`config.mk`:
```
export PLATFORM = sky130hd
export DESIGN_NAME = modbus_request_framer
export DESIGN_NICKNAME = d
export VERILOG_FILES = /design/src/design/mbrf_pkg.sv /design/src/design/modbus_request_framer.sv /design/src/design/mbrf_builder.sv /design/src/design/mbrf_serializer.sv
export VERILOG_INCLUDE_DIRS = /design/src /design/src/design
export SDC_FILE = /design/constraint.sdc
export NUM_CORES = 1
export LEC_CHECK = 0
export BUFFER_PORTS_ARGS = -buffer_cell sky130_fd_sc_hd__buf_2
export CAP_MARGIN = 0
export CORE_ASPECT_RATIO = 1.4
export CORE_MARGIN = 4
export CORE_UTILIZATION = 30
export CTS_CLUSTER_SIZE = 12
export DETAILED_ROUTE_END_ITERATION = 8
export SLEW_MARGIN = 40
export SYNTH_ARGS = -nofsm -noshare
export SYNTH_HDL_FRONTEND = slang
export SYNTH_SLANG_ARGS = --single-unit
export TNS_END_PERCENT = 100
```
`constraint.sdc`:
```
create_clock -name clock -period 3.5 [get_ports clock]
set_input_delay 0.875 -clock clock [delete_from_list [all_inputs] [get_ports clock]]
set_output_delay 0.875 -clock clock [all_outputs]
set_load 0.005 [all_outputs]
```
`src/design/assert_macros.svh`:
```
// ----------------------------------------------------------------------------
// assertion macros
// clocked property checks, compiled out for synthesis
// ----------------------------------------------------------------------------
`ifndef ASSERT_MACROS_SVH
`define ASSERT_MACROS_SVH

`ifndef SYNTHESIS

// property must hold at every clock edge outside reset
`define ASSERT_CLK(lbl, clk, rst, prop) \
   lbl: assert property (@(posedge clk) disable iff (rst) (prop)) \
      else $error("assertion failed");

// condition must never be seen outside reset
`define ASSERT_NEVER(lbl, clk, rst, cond) \
   lbl: assert property (@(posedge clk) disable iff (rst) !(cond)) \
      else $error("forbidden condition seen");

`else

`define ASSERT_CLK(lbl, clk, rst, prop)
`define ASSERT_NEVER(lbl, clk, rst, cond)

`endif

`endif

```
`src/design/mbrf_pkg.sv`:
```
// ----------------------------------------------------------------------------
// mbrf_pkg
// shared types, constants and crc step for the request framer
// ----------------------------------------------------------------------------
package mbrf_pkg;

   localparam logic [2:0]  CMD_WR_COIL    = 3'd4;
   localparam logic [2:0]  CMD_LAST_VALID = 3'd5;

   localparam logic [15:0] COIL_ON_VALUE  = 16'hFF00;
   localparam logic [15:0] CRC_INIT       = 16'hFFFF;
   localparam logic [15:0] CRC_POLY       = 16'hA001;
   localparam logic [7:0]  MBAP_LENGTH    = 8'd6;

   localparam logic [3:0]  RTU_LAST_IDX   = 4'd7;
   localparam logic [3:0]  TCP_LAST_IDX   = 4'd11;
   localparam logic [3:0]  PDU_BYTES      = 4'd6;

   localparam logic        MODE_RTU       = 1'b0;
   localparam logic        MODE_TCP       = 1'b1;

   localparam logic        REG_UNIT_ID    = 1'b0;
   localparam logic        REG_FRAME_MODE = 1'b1;

   // frame handed from the request register to the byte serialiser
   typedef struct packed {
      logic              valid;
      logic              tcp;
      logic [15:0]       tid;
      logic [5:0][7:0]   pdu;
   } frame_type;

   // one byte through the reflected crc-16 polynomial, eight shift steps
   function automatic logic [15:0] crc_byte(input logic [15:0] crc_i,
                                            input logic [7:0]  data_i);
      logic [15:0] c;
      c = crc_i ^ {8'h00, data_i};
      for (int b = 0; b < 8; b++) begin
         if (c[0]) begin
            c = (c >> 1) ^ CRC_POLY;
         end else begin
            c = c >> 1;
         end
      end
      return c;
   endfunction

endpackage

```
`src/design/modbus_request_framer.sv`:
```
// ----------------------------------------------------------------------------
// modbus_request_framer
// builds modbus rtu or tcp request frames and sends them one byte a transfer
// ----------------------------------------------------------------------------
// a request passes through the request register and then the frame register before
//   the first byte of its frame is shown; the byte serialiser sends one byte per cycle
//   while rsp_tready is high, an rtu frame is 8 bytes and a tcp frame 12, no gaps
// one request can wait in the request register while a frame is being sent
// reset: synchronous, clears handshake state and the transaction number,
//   unit id returns to 1 and framing to rtu

module modbus_request_framer (
   input  logic        clock,
   input  logic        reset,

   // request stream
   input  logic        req_tvalid,
   output logic        req_tready,
   input  logic [39:0] req_tdata,   // [2:0] command, [18:3] start_address,
                                    // [34:19] quantity_or_value, [39:35] zero

   // frame byte stream
   output logic        rsp_tvalid,
   input  logic        rsp_tready,
   output logic [7:0]  rsp_tdata,   // [7:0] out_byte
   output logic        rsp_tlast,   // frame_last

   // register port
   input  logic        csr_psel,
   input  logic        csr_penable,
   input  logic        csr_pwrite,
   input  logic [2:0]  csr_paddr,
   input  logic [31:0] csr_pwdata,
   output logic [31:0] csr_prdata,
   output logic        csr_pready
);

   logic [7:0]          unit_id_reg_ff;
   logic                frame_mode_ff;
   logic                csr_write;
   logic                take;
   mbrf_pkg::frame_type frame;

   // ---------------------------------------------------------------- registers
   // register index is the word address; a write lands on the access phase
   assign csr_pready = 1'b1;
   assign csr_write  = csr_psel && csr_penable && csr_pwrite && csr_pready;

   always_ff @(posedge clock) begin
      if (reset) begin
         unit_id_reg_ff <= 8'd1;
         frame_mode_ff  <= mbrf_pkg::MODE_RTU;
      end else if (csr_write) begin
         unique case (csr_paddr[2])
            mbrf_pkg::REG_UNIT_ID:    unit_id_reg_ff <= csr_pwdata[7:0];
            mbrf_pkg::REG_FRAME_MODE: frame_mode_ff  <= csr_pwdata[0];
         endcase
      end
   end

   always_comb begin
      unique case (csr_paddr[2])
         mbrf_pkg::REG_UNIT_ID:    csr_prdata = {24'h000000, unit_id_reg_ff};
         mbrf_pkg::REG_FRAME_MODE: csr_prdata = {31'h00000000, frame_mode_ff};
      endcase
   end

   // ---------------------------------------------------------- request stage
   // assembles the pdu, drops unknown commands, numbers tcp transfers
   mbrf_builder u_builder (
      .clock             (clock),
      .reset             (reset),
      .req_tvalid        (req_tvalid),
      .req_tready        (req_tready),
      .command           (req_tdata[2:0]),
      .start_address     (req_tdata[18:3]),
      .quantity_or_value (req_tdata[34:19]),
      .unit_id           (unit_id_reg_ff),
      .frame_mode        (frame_mode_ff),
      .take              (take),
      .frame             (frame)
   );

   // ------------------------------------------------------------- serialiser
   // walks the frame one byte per transfer and folds the crc in as it goes
   mbrf_serializer u_serializer (
      .clock      (clock),
      .reset      (reset),
      .frame      (frame),
      .take       (take),
      .rsp_tvalid (rsp_tvalid),
      .rsp_tready (rsp_tready),
      .out_byte   (rsp_tdata),
      .frame_last (rsp_tlast)
   );

endmodule

```
`src/design/mbrf_builder.sv`:
```
// ----------------------------------------------------------------------------
// mbrf_builder
// request register: pdu assembly and transaction numbering
// ----------------------------------------------------------------------------
`include "assert_macros.svh"

module mbrf_builder (
   input  logic                clock,
   input  logic                reset,
   input  logic                req_tvalid,
   output logic                req_tready,
   input  logic [2:0]          command,
   input  logic [15:0]         start_address,
   input  logic [15:0]         quantity_or_value,
   input  logic [7:0]          unit_id,
   input  logic                frame_mode,
   input  logic                take,
   output mbrf_pkg::frame_type frame
);

   logic              hold_valid_ff, hold_valid_in;
   logic              tcp_ff;
   logic [15:0]       tid_ff, tid_in;
   logic [15:0]       frame_tid_ff;
   logic [5:0][7:0]   pdu_ff;
   logic [5:0][7:0]   pdu_in;
   logic [15:0]       value;
   logic              accept;
   logic              cmd_ok;
   logic              acc_tcp;

   assign req_tready = !hold_valid_ff || take;
   assign accept     = req_tvalid && req_tready;
   assign cmd_ok     = (command <= mbrf_pkg::CMD_LAST_VALID);
   assign acc_tcp    = accept && cmd_ok && (frame_mode == mbrf_pkg::MODE_TCP);

   always_comb begin
      if (command == mbrf_pkg::CMD_WR_COIL) begin
         value = (quantity_or_value != 16'h0000) ? mbrf_pkg::COIL_ON_VALUE : 16'h0000;
      end else begin
         value = quantity_or_value;
      end
      pdu_in[0] = unit_id;
      pdu_in[1] = {5'b00000, command} + 8'd1;
      pdu_in[2] = start_address[15:8];
      pdu_in[3] = start_address[7:0];
      pdu_in[4] = value[15:8];
      pdu_in[5] = value[7:0];
   end

   // unknown commands are swallowed here and never reach the serialiser
   assign hold_valid_in = (hold_valid_ff && !take) || (accept && cmd_ok);
   assign tid_in        = acc_tcp ? tid_ff + 16'd1 : tid_ff;

   always_ff @(posedge clock) begin
      if (reset) begin
         hold_valid_ff <= 1'b0;
         tid_ff        <= 16'h0000;
      end else begin
         hold_valid_ff <= hold_valid_in;
         tid_ff        <= tid_in;
      end
   end

   always_ff @(posedge clock) begin
      if (accept && cmd_ok) begin
         pdu_ff       <= pdu_in;
         tcp_ff       <= (frame_mode == mbrf_pkg::MODE_TCP);
         frame_tid_ff <= tid_ff;
      end
   end

   assign frame.valid = hold_valid_ff;
   assign frame.tcp   = tcp_ff;
   assign frame.tid   = frame_tid_ff;
   assign frame.pdu   = pdu_ff;

   // a stalled request stays in the register until the serialiser takes it
   `ASSERT_CLK(a_hold_kept, clock, reset, (hold_valid_ff && !take) |=> hold_valid_ff)
   // the transaction number only moves on an accepted tcp request
   `ASSERT_CLK(a_tid_step, clock, reset, (!$past(reset) && !$stable(tid_ff)) |-> $past(acc_tcp))

endmodule

```
`src/design/mbrf_serializer.sv`:
```
// ----------------------------------------------------------------------------
// mbrf_serializer
// frame register and byte serialiser with running crc
// ----------------------------------------------------------------------------
`include "assert_macros.svh"

module mbrf_serializer (
   input  logic                clock,
   input  logic                reset,
   input  mbrf_pkg::frame_type frame,
   output logic                take,
   output logic                rsp_tvalid,
   input  logic                rsp_tready,
   output logic [7:0]          out_byte,
   output logic                frame_last
);

   logic              busy_ff, busy_in;
   logic [3:0]        idx_ff, idx_in;
   logic [15:0]       crc_ff, crc_in;
   logic              tcp_ff;
   logic [15:0]       tid_ff;
   logic [5:0][7:0]   pdu_ff;
   logic              load;
   logic              xfer;
   logic [3:0]        last_idx;
   logic [2:0]        pdu_sel;

   assign last_idx   = tcp_ff ? mbrf_pkg::TCP_LAST_IDX : mbrf_pkg::RTU_LAST_IDX;
   assign frame_last = (idx_ff == last_idx);
   assign rsp_tvalid = busy_ff;
   assign xfer       = busy_ff && rsp_tready;
   assign take       = !busy_ff || (xfer && frame_last);
   assign load       = take && frame.valid;

   // byte select: pdu first in rtu, mbap header first in tcp
   always_comb begin
      if (tcp_ff) begin
         pdu_sel = 3'(idx_ff - mbrf_pkg::PDU_BYTES);
      end else begin
         pdu_sel = idx_ff[2:0];
      end
      out_byte = 8'h00;
      if (tcp_ff) begin
         if (idx_ff == 4'd0) begin
            out_byte = tid_ff[15:8];
         end else if (idx_ff == 4'd1) begin
            out_byte = tid_ff[7:0];
         end else if (idx_ff == 4'd5) begin
            out_byte = mbrf_pkg::MBAP_LENGTH;
         end else if (idx_ff >= mbrf_pkg::PDU_BYTES && idx_ff <= mbrf_pkg::TCP_LAST_IDX) begin
            out_byte = pdu_ff[pdu_sel];
         end
      end else begin
         if (idx_ff < mbrf_pkg::PDU_BYTES) begin
            out_byte = pdu_ff[pdu_sel];
         end else if (idx_ff == mbrf_pkg::PDU_BYTES) begin
            out_byte = crc_ff[7:0];
         end else if (idx_ff == mbrf_pkg::RTU_LAST_IDX) begin
            out_byte = crc_ff[15:8];
         end
      end
   end

   always_comb begin
      busy_in = busy_ff;
      idx_in  = idx_ff;
      crc_in  = crc_ff;
      if (load) begin
         busy_in = 1'b1;
         idx_in  = 4'd0;
         crc_in  = mbrf_pkg::CRC_INIT;
      end else if (xfer) begin
         if (frame_last) begin
            busy_in = 1'b0;
         end else begin
            idx_in = idx_ff + 4'd1;
         end
         // in rtu mode the crc runs over the pdu bytes as they leave
         if (!tcp_ff && idx_ff < mbrf_pkg::PDU_BYTES) begin
            crc_in = mbrf_pkg::crc_byte(crc_ff, out_byte);
         end
      end
   end

   always_ff @(posedge clock) begin
      if (reset) begin
         busy_ff <= 1'b0;
         idx_ff  <= 4'd0;
      end else begin
         busy_ff <= busy_in;
         idx_ff  <= idx_in;
      end
   end

   always_ff @(posedge clock) begin
      crc_ff <= crc_in;
      if (load) begin
         tcp_ff <= frame.tcp;
         tid_ff <= frame.tid;
         pdu_ff <= frame.pdu;
      end
   end

   // the byte index never runs past the end of the current frame
   `ASSERT_NEVER(a_idx_range, clock, reset, busy_ff && (idx_ff > last_idx))
   // after the last byte leaves with nothing waiting the serialiser goes idle
   `ASSERT_CLK(a_drain_idle, clock, reset, (xfer && frame_last && !frame.valid) |=> !busy_ff)

endmodule
```
==> results of run 1 <==
## critical path, cell delays in order (launching register included)
cell	delay (ns)
edfxtp_1	0.53
xor2_4	0.24
buf_8	0.18
or2_2	0.34
a32oi_2	0.19
a21oi_1	0.12
nor4_4	0.33
buf_2	0.18
## power by group
part | internal (uW) | total [uW] | leakage [uW] | switching, uW
sequential | 2280 | 2340 | 0.00154 | 61.7
combinational | 281 | 579 | 0.00151 | 298
clock | 971 | 1810 | 0.000287 | 844
## cells in the mapped netlist (14+ instances only)
| library cell | n | area share |
|---|---|---|
| edfxtp_1 | 122 | 0.50 |
| nand2_1 | 69 | 0.035 |
| dfxtp_1 | 47 | 0.13 |
| nor2_1 | 40 | 0.020 |
| a21oi_1 | 27 | 0.018 |
| buf_4 | 27 | 0.028 |
| nand3_1 | 20 | 0.014 |
| o21ai_0 | 20 | 0.014 |
| xnor2_1 | 16 | 0.019 |
| inv_1 | 15 | 0.0076 |
| clkbuf_1 | 14 | 0.0071 |
| xor2_1 | 14 | 0.017 |
## cells by family (layout without fill, tap and decap cells)
| group | after synthesis | in the layout | synth area share |
|---|---|---|---|
| compound gates | 98 | 98 | 0.0901 |
| xor+xnor | 37 | 37 | 0.0545 |
| fa+ha+maj | 9 | 9 | 0.0153 |
| buf+inv | 65 | 146 | 0.0491 |
| flops | 169 | 169 | 0.625 |
| mux | 20 | 20 | 0.0336 |
| other cells | 2 | 25 | 0.00102 |
| simple gates | 195 | 195 | 0.131 |
## worst min path at each step
stage / endpoint / slack, ns / cells past startpoint / from
floorplan: u_serializer.pdu_ff[0] / 0.40 / 0 / u_builder.frame[0]
global placement: u_serializer.tid_ff[5] / 0.40 / 0 / u_builder.frame_tid_ff[5]
detailed placement: u_serializer.pdu_ff[8] / 0.40 / 0 / u_builder.frame[8]
CTS: u_serializer.pdu_ff[8] / 0.42 / 0 / u_builder.frame[8]
global route: u_serializer.pdu_ff[7] / 0.42 / 0 / u_builder.frame[7]
finish: u_serializer.pdu_ff[8] / 0.42 / 0 / u_builder.frame[8]
## timing repair
item / 4_1_cts / 5_1_grt
endpoints found under the setup margin: 2 / 12
setup buffers: 0 / 5
pin swaps: 1 / 3
resized for setup: 2 / 17
## layer usage
metal / share of wire / global-route usage / wire (um) / vias up
met1: 0.40 / 0.125 / 5920 / 2174
met5: 0 / 0 / 0 / -
met2: 0.52 / 0.190 / 7690 / 112
met4: 0.037 / 0.0610 / 556 / 0
met3: 0.048 / 0.0262 / 715 / 30
li1: - / - / - / 2284
## metrics by stage
step | TNS [ns] | hold WS [ns] | setup WS (ns) | utilization
2_1_floorplan | 0 | 0.400 | 0.125 | -
3_3_place_gp | 0 | 0.400 | 0.152 | 0.335
3_5_place_dp | 0 | 0.405 | 0.155 | 0.335
4_1_cts | -0.0148 | 0.416 | -0.0148 | 0.361
5_1_grt | -0.0991 | 0.420 | -0.0430 | 0.366
6_report | 0 | 0.417 | 0.0859 | 0.366
## cell type report
cell class / instances / area share
clock buffers: 18 / 0.0499
clock inverters: 14 / 0.0173
inverters: 15 / 0.00640
multi-input cells: 384 / 0.292
flip-flops and latches: 169 / 0.524
well taps: 310 / 0.0441
repair buffers: 99 / 0.0665
## registers in the layout (all words and copies together) (netlist names), 4 cells and up
name and count:
u_builder.frame_tid_ff 16, u_builder.frame 44, u_serializer.pdu_ff 44, u_serializer.crc_ff 16, unit_id_reg_ff 8, u_builder.tid_ff 16
u_serializer.idx_ff 4, u_serializer.tid_ff 16
==> metrics.md, run 1 <==
| Metric | Value |
|---|---|
| Outcome | `completed` |
| Commonest non-fill, non-tap cell in the layout | `edfxtp_1` |
| Core region area | `0.0241 mm^2` |
| EDFF count, synth | `122` |
| Data required, critical path | `2.62 ns` |
| Register area share after synthesis | `0.625` |
| Placer congestion estimate | `0.866` |
| Max Transition Viols Final | `0` |
| Critical Setup Path Class | `reg -> out` |
| RR Endpoint | `u_serializer.crc_ff[0]` |
| GRT Util Overall | `0.110` |
| Layout cells sized above 1 | `0.246` |
| Worst-Skew Late Latency | `0.43 ns` |
| Area delta synth->final | `19.5%` |
| CTS root buffer | `clkbuf_16` |
| Antenna Nets Post-Route | `0` |
| Detailed Place HPWL | `10,700 um` |
| Startpoint class of the critical path | `flop` |
| Diode count | `0` |
| First-pass GRT wire length | `23,600 um` |
| WL final | `14,900 um` |
| Flop2flop setup slack | `0.18 ns` |
| Drt pass-1 iters | `5` |
| Initial Util | `0.306` |
| Most frequent cells in the layout | `122 x edfxtp_1, 69 x nand2_1, 69 x buf_2` |
| Die area | `0.0272 mm^2` |
| Drt drc | `0` |
| Mapped cell area | `0.00736 mm^2` |
| Final hold viol count | `0` |
| Setup violators final | `0` |
| Share of synthesized flip-flops with an asynchronous set or reset | `0` |
| Dpl cell area | `0.00807 mm^2` |
| Max rail drop VDD | `0.296 mV` |
| R2R depth | `10` |
| Ports | `126` |
| Vias per cell | `4.56` |
| CTS tree | `built` |
| Vias in the first global route | `4,559` |
| Yosys reg bits | `169` |
| # fillers | `2,296` |
| Fin cells | `1,009` |
| Distinct cells, synth | `63` |
| IO Port Bufs | `69` |
| RR Startpoint | `u_serializer.tcp_ff` |
| Design area | `0.00880 mm^2` |
| Power after layout | `4730 uW` |
| Initial antenna violation count | `0` |
| Max_cap viols | `0` |
| Post-route minimum period | `3.41 ns` |
| Seq. cell area | `0.00461 mm^2` |
| Multi-input gate area | `0.00257 mm^2` |
| Worst-path fanout max | `13` |
| Tightest Hold Check Type | `reg -> reg` |
| Vias post-DR | `4,600` |
| Core Rows | `67` |
| Clk slew on worst S/H paths | `0.07 ns` |
| RSZ-0062 raised after global routing | `yes` |
| NumNets Final | `777` |
| Dominant synthesized flop cell | `edfxtp_1` |
| Max clock buf depth | `2` |
| CTS buffer count | `17` |
| Slew HR | `0.590` |
| Clock skew | `0.0125 ns` |
| Peak Freq | `293 MHz` |
| Wire per inst | `14.8 um` |
| Mapped Avg Cell Area | `12.4 um^2` |
| Static leakage power | `0.00334 uW` |
| Slew @ Worst Pin | `0.608 ns` |
| Fin crit share | `0.975` |
| Power Dens Cells | `538 mW/mm^2` |
| Number of clock sinks | `169` |
| WP data arrival | `2.54 ns` |
| Die Wd | `140 um` |
| DR iter-0 viols | `302` |
| CP endpoint kind | `output pin` |
| Ys Warns | `0` |
| CP Launch Point | `u_serializer.tcp_ff` |
| H-tree levels | `4` |
| CTS Hold Bufs | `0` |
| Placed Cells | `972` |
| Grt ovf | `0` |
| DIE HEIGHT | `193 um` |
| Largest net degree at the start of global routing | `44` |
| Syn Inst Count | `595` |
| Worst setup path endpoint | `rsp_tdata[2]` |
Power figures use the tool's default switching activity.
==> inputs of run 2 (changes only) <==
--- a/config.mk
+++ b/config.mk
@@ -6,13 +6,13 @@
 export SDC_FILE = /design/constraint.sdc
 export NUM_CORES = 1
 export LEC_CHECK = 0
-export BUFFER_PORTS_ARGS = -buffer_cell sky130_fd_sc_hd__buf_2
 export CAP_MARGIN = 0
 export CORE_ASPECT_RATIO = 1.4
 export CORE_MARGIN = 4
 export CORE_UTILIZATION = 30
 export CTS_CLUSTER_SIZE = 12
 export DETAILED_ROUTE_END_ITERATION = 8
+export DONT_BUFFER_PORTS = 1
 export SLEW_MARGIN = 40
 export SYNTH_ARGS = -nofsm -noshare
 export SYNTH_HDL_FRONTEND = slang
==> metrics.md, run 2 (synthesis results as in run 1) <==
| Metric | Value |
|---|---|
| Outcome | `completed` |
| Startpoint class of the critical path | `flop` |
| Dpl cell area | `0.00780 mm^2 (-3.3%)` |
| WP data arrival | `2.52 ns (-0.02 ns)` |
| CTS Hold Bufs | `0 (unchanged)` |
| Commonest non-fill, non-tap cell in the layout | `edfxtp_1` |
| Worst-Skew Late Latency | `0.43 ns (about the same)` |
| Placer congestion estimate | `0.858 (-0.96%)` |
| Data required, critical path | `2.62 ns (about the same)` |
| Peak Freq | `295 MHz (+0.56%)` |
| Pre-CTS WS | `0.138 ns (-0.0168 ns)` |
| Die Wd | `140 um (unchanged)` |
| Design area | `0.00854 mm^2 (-2.9%)` |
| Power after layout | `4830 uW (+2.1%)` |
| First-pass GRT wire length | `23,400 um (-0.79%)` |
| H-tree levels | `4 (unchanged)` |
| Setup violators final | `0 (unchanged)` |
| Area delta synth->final | `16.0%` |
| Fin crit share | `0.970 (-0.00543)` |
| CTS buffer count | `17 (unchanged)` |
| Initial antenna violation count | `0 (unchanged)` |
| Total Neg Setup Slack | `0 ns (unchanged)` |
| R2R depth | `13 (+3)` |
| Slew HR | `0.484 (-0.106)` |
| Static leakage power | `0.00309 uW (-7.3%)` |
| RSZ-0062 raised after global routing | `yes` |
| Final hold viol count | `0 (unchanged)` |
| Core Rows | `67 (unchanged)` |
| Diode count | `0 (unchanged)` |
| Max_cap viols | `0 (unchanged)` |
| Most frequent cells in the layout | `122 x edfxtp_1, 69 x nand2_1, 46 x dfxtp_1` |
| # fillers | `2,328 (+1.4%)` |
| CTS root buffer | `clkbuf_16` |
| Clk slew on worst S/H paths | `0.07 ns (about the same)` |
| Setup ws final | `0.105 ns (+0.0190 ns)` |
| Detailed Place HPWL | `10,700 um (-0.30%)` |
| Largest net degree at the start of global routing | `63 (+43%)` |
| Post-route minimum period | `3.40 ns (-0.0190 ns)` |
| CP endpoint kind | `output pin` |
| Ports | `126 (unchanged)` |
| GRT Util Overall | `0.111 (+0.000351)` |
| NumNets Final | `716 (-7.9%)` |
| Die area | `0.0272 mm^2 (unchanged)` |
| Core region area | `0.0241 mm^2 (unchanged)` |
| Tightest Hold Check Type | `reg -> reg` |
| DR iter-0 viols | `297 (-1.7%)` |
| Antenna Nets Post-Route | `0 (unchanged)` |
| Hold Path Depth | `0 (unchanged)` |
| Max Transition Viols Final | `0 (unchanged)` |
| CTS tree | `built` |
| Number of clock sinks | `169 (unchanged)` |
| Drt pass-1 iters | `5 (unchanged)` |
| Max rail drop VDD | `0.356 mV (+20%)` |
| WL final | `14,700 um (-1.2%)` |
| Grt ovf | `0 (unchanged)` |
| Vias per cell | `4.61 (+1.2%)` |
| Vias in the first global route | `4,320 (-5.2%)` |
| Drt drc | `0 (unchanged)` |
| Layout cells sized above 1 | `0.172 (-0.0737)` |
| Initial Util | `0.306 (unchanged)` |
| Critical Setup Path Class | `reg -> out` |
| DIE HEIGHT | `193 um (unchanged)` |
| Clock skew | `0.0134 ns (+0.000849 ns)` |
| Max clock buf depth | `2 (unchanged)` |
| Worst-path fanout max | `8 (-5)` |
| IO Port Bufs | `0 (-100%)` |
| Power Dens Cells | `565 mW/mm^2 (+5.2%)` |
| Vias post-DR | `4,373 (-4.9%)` |
| Wire per inst | `15.5 um (+5.2%)` |
| Slew @ Worst Pin | `0.774 ns (+0.167 ns)` |
run 2: cell types whose count changed in the layout (fill, tap and decap cells not counted), moves of 2 or more:
cell / delta
bufinv_16: +2
buf_12: +2
o21ai_1: -2
buf_2: -69
buf_4: +7
o32ai_2: +2
nor4_2: +2
nor4_4: -2
run 2: final cells by class:
type | count | area (um^2) | share of cell area
flip-flops and latches | 169 | 4610 | 0.539
multi-input cells | 384 | 2550 | 0.298
clock buffers | 17 | 425 | 0.0498
well taps | 310 | 388 | 0.0454
repair buffers | 38 | 318 | 0.0372
clock inverters | 15 | 199 | 0.0233
inverters | 15 | 56.3 | 0.00659
run 2: timing repair:
item                                    in CTS  in global routing
buffers inserted                             6                  0
resized for setup                            2                 11
pin swaps                                    1                  2
endpoints found under the setup margin       3                  9
endpoints found under the hold margin        0                  0
run 2: worst max-delay path, cell delays in order (launching register included):
cell and delay (ns):
edfxtp_1 0.51, buf_4 0.20, mux2i_4 0.21, buf_4 0.19, o32ai_1 0.27, a21oi_1 0.11
nor4_2 0.32, buf_4 0.18, buf_4 0.11
run 2: routing by layer:
metal / track usage / routed length [um] / up-vias
met5: 0 / 0 / -
met2: 0.189 / 7690 / 102
met4: 0.0589 / 469 / 0
met1: 0.128 / 5910 / 2089
li1: - / - / 2154
met3: 0.0264 / 646 / 28
run 2: per-stage QoR:
| stage | instances | util | hold slack, ns |
|---|---|---|---|
| after detailed placement | 910 | 0.324 | 0.405 |
| after CTS | 948 | 0.353 | 0.414 |
| after global routing | 948 | 0.355 | 0.423 |
| after global placement | 910 | 0.324 | 0.401 |
| after floorplan | 618 | - | 0.400 |
| final | 948 | 0.355 | 0.412 |
run 2: final timing paths:
path / startpoint / end / slack [ns]
min reg2reg: u_builder.frame[40] / u_serializer.pdu_ff[40] / 0.41
max: u_serializer.tcp_ff / rsp_tdata[0] / 0.10
min: u_builder.frame[40] / u_serializer.pdu_ff[40] / 0.41
max reg2reg: u_serializer.idx_ff[0] / u_serializer.crc_ff[0] / 0.20
run 2: power by group:
part	internal [uW]	switching, uW	leakage, uW
combinational	266	277	0.00125
clock	1090	858	0.000298
sequential	2280	60.8	0.00154
total	3630	1200	0.00309
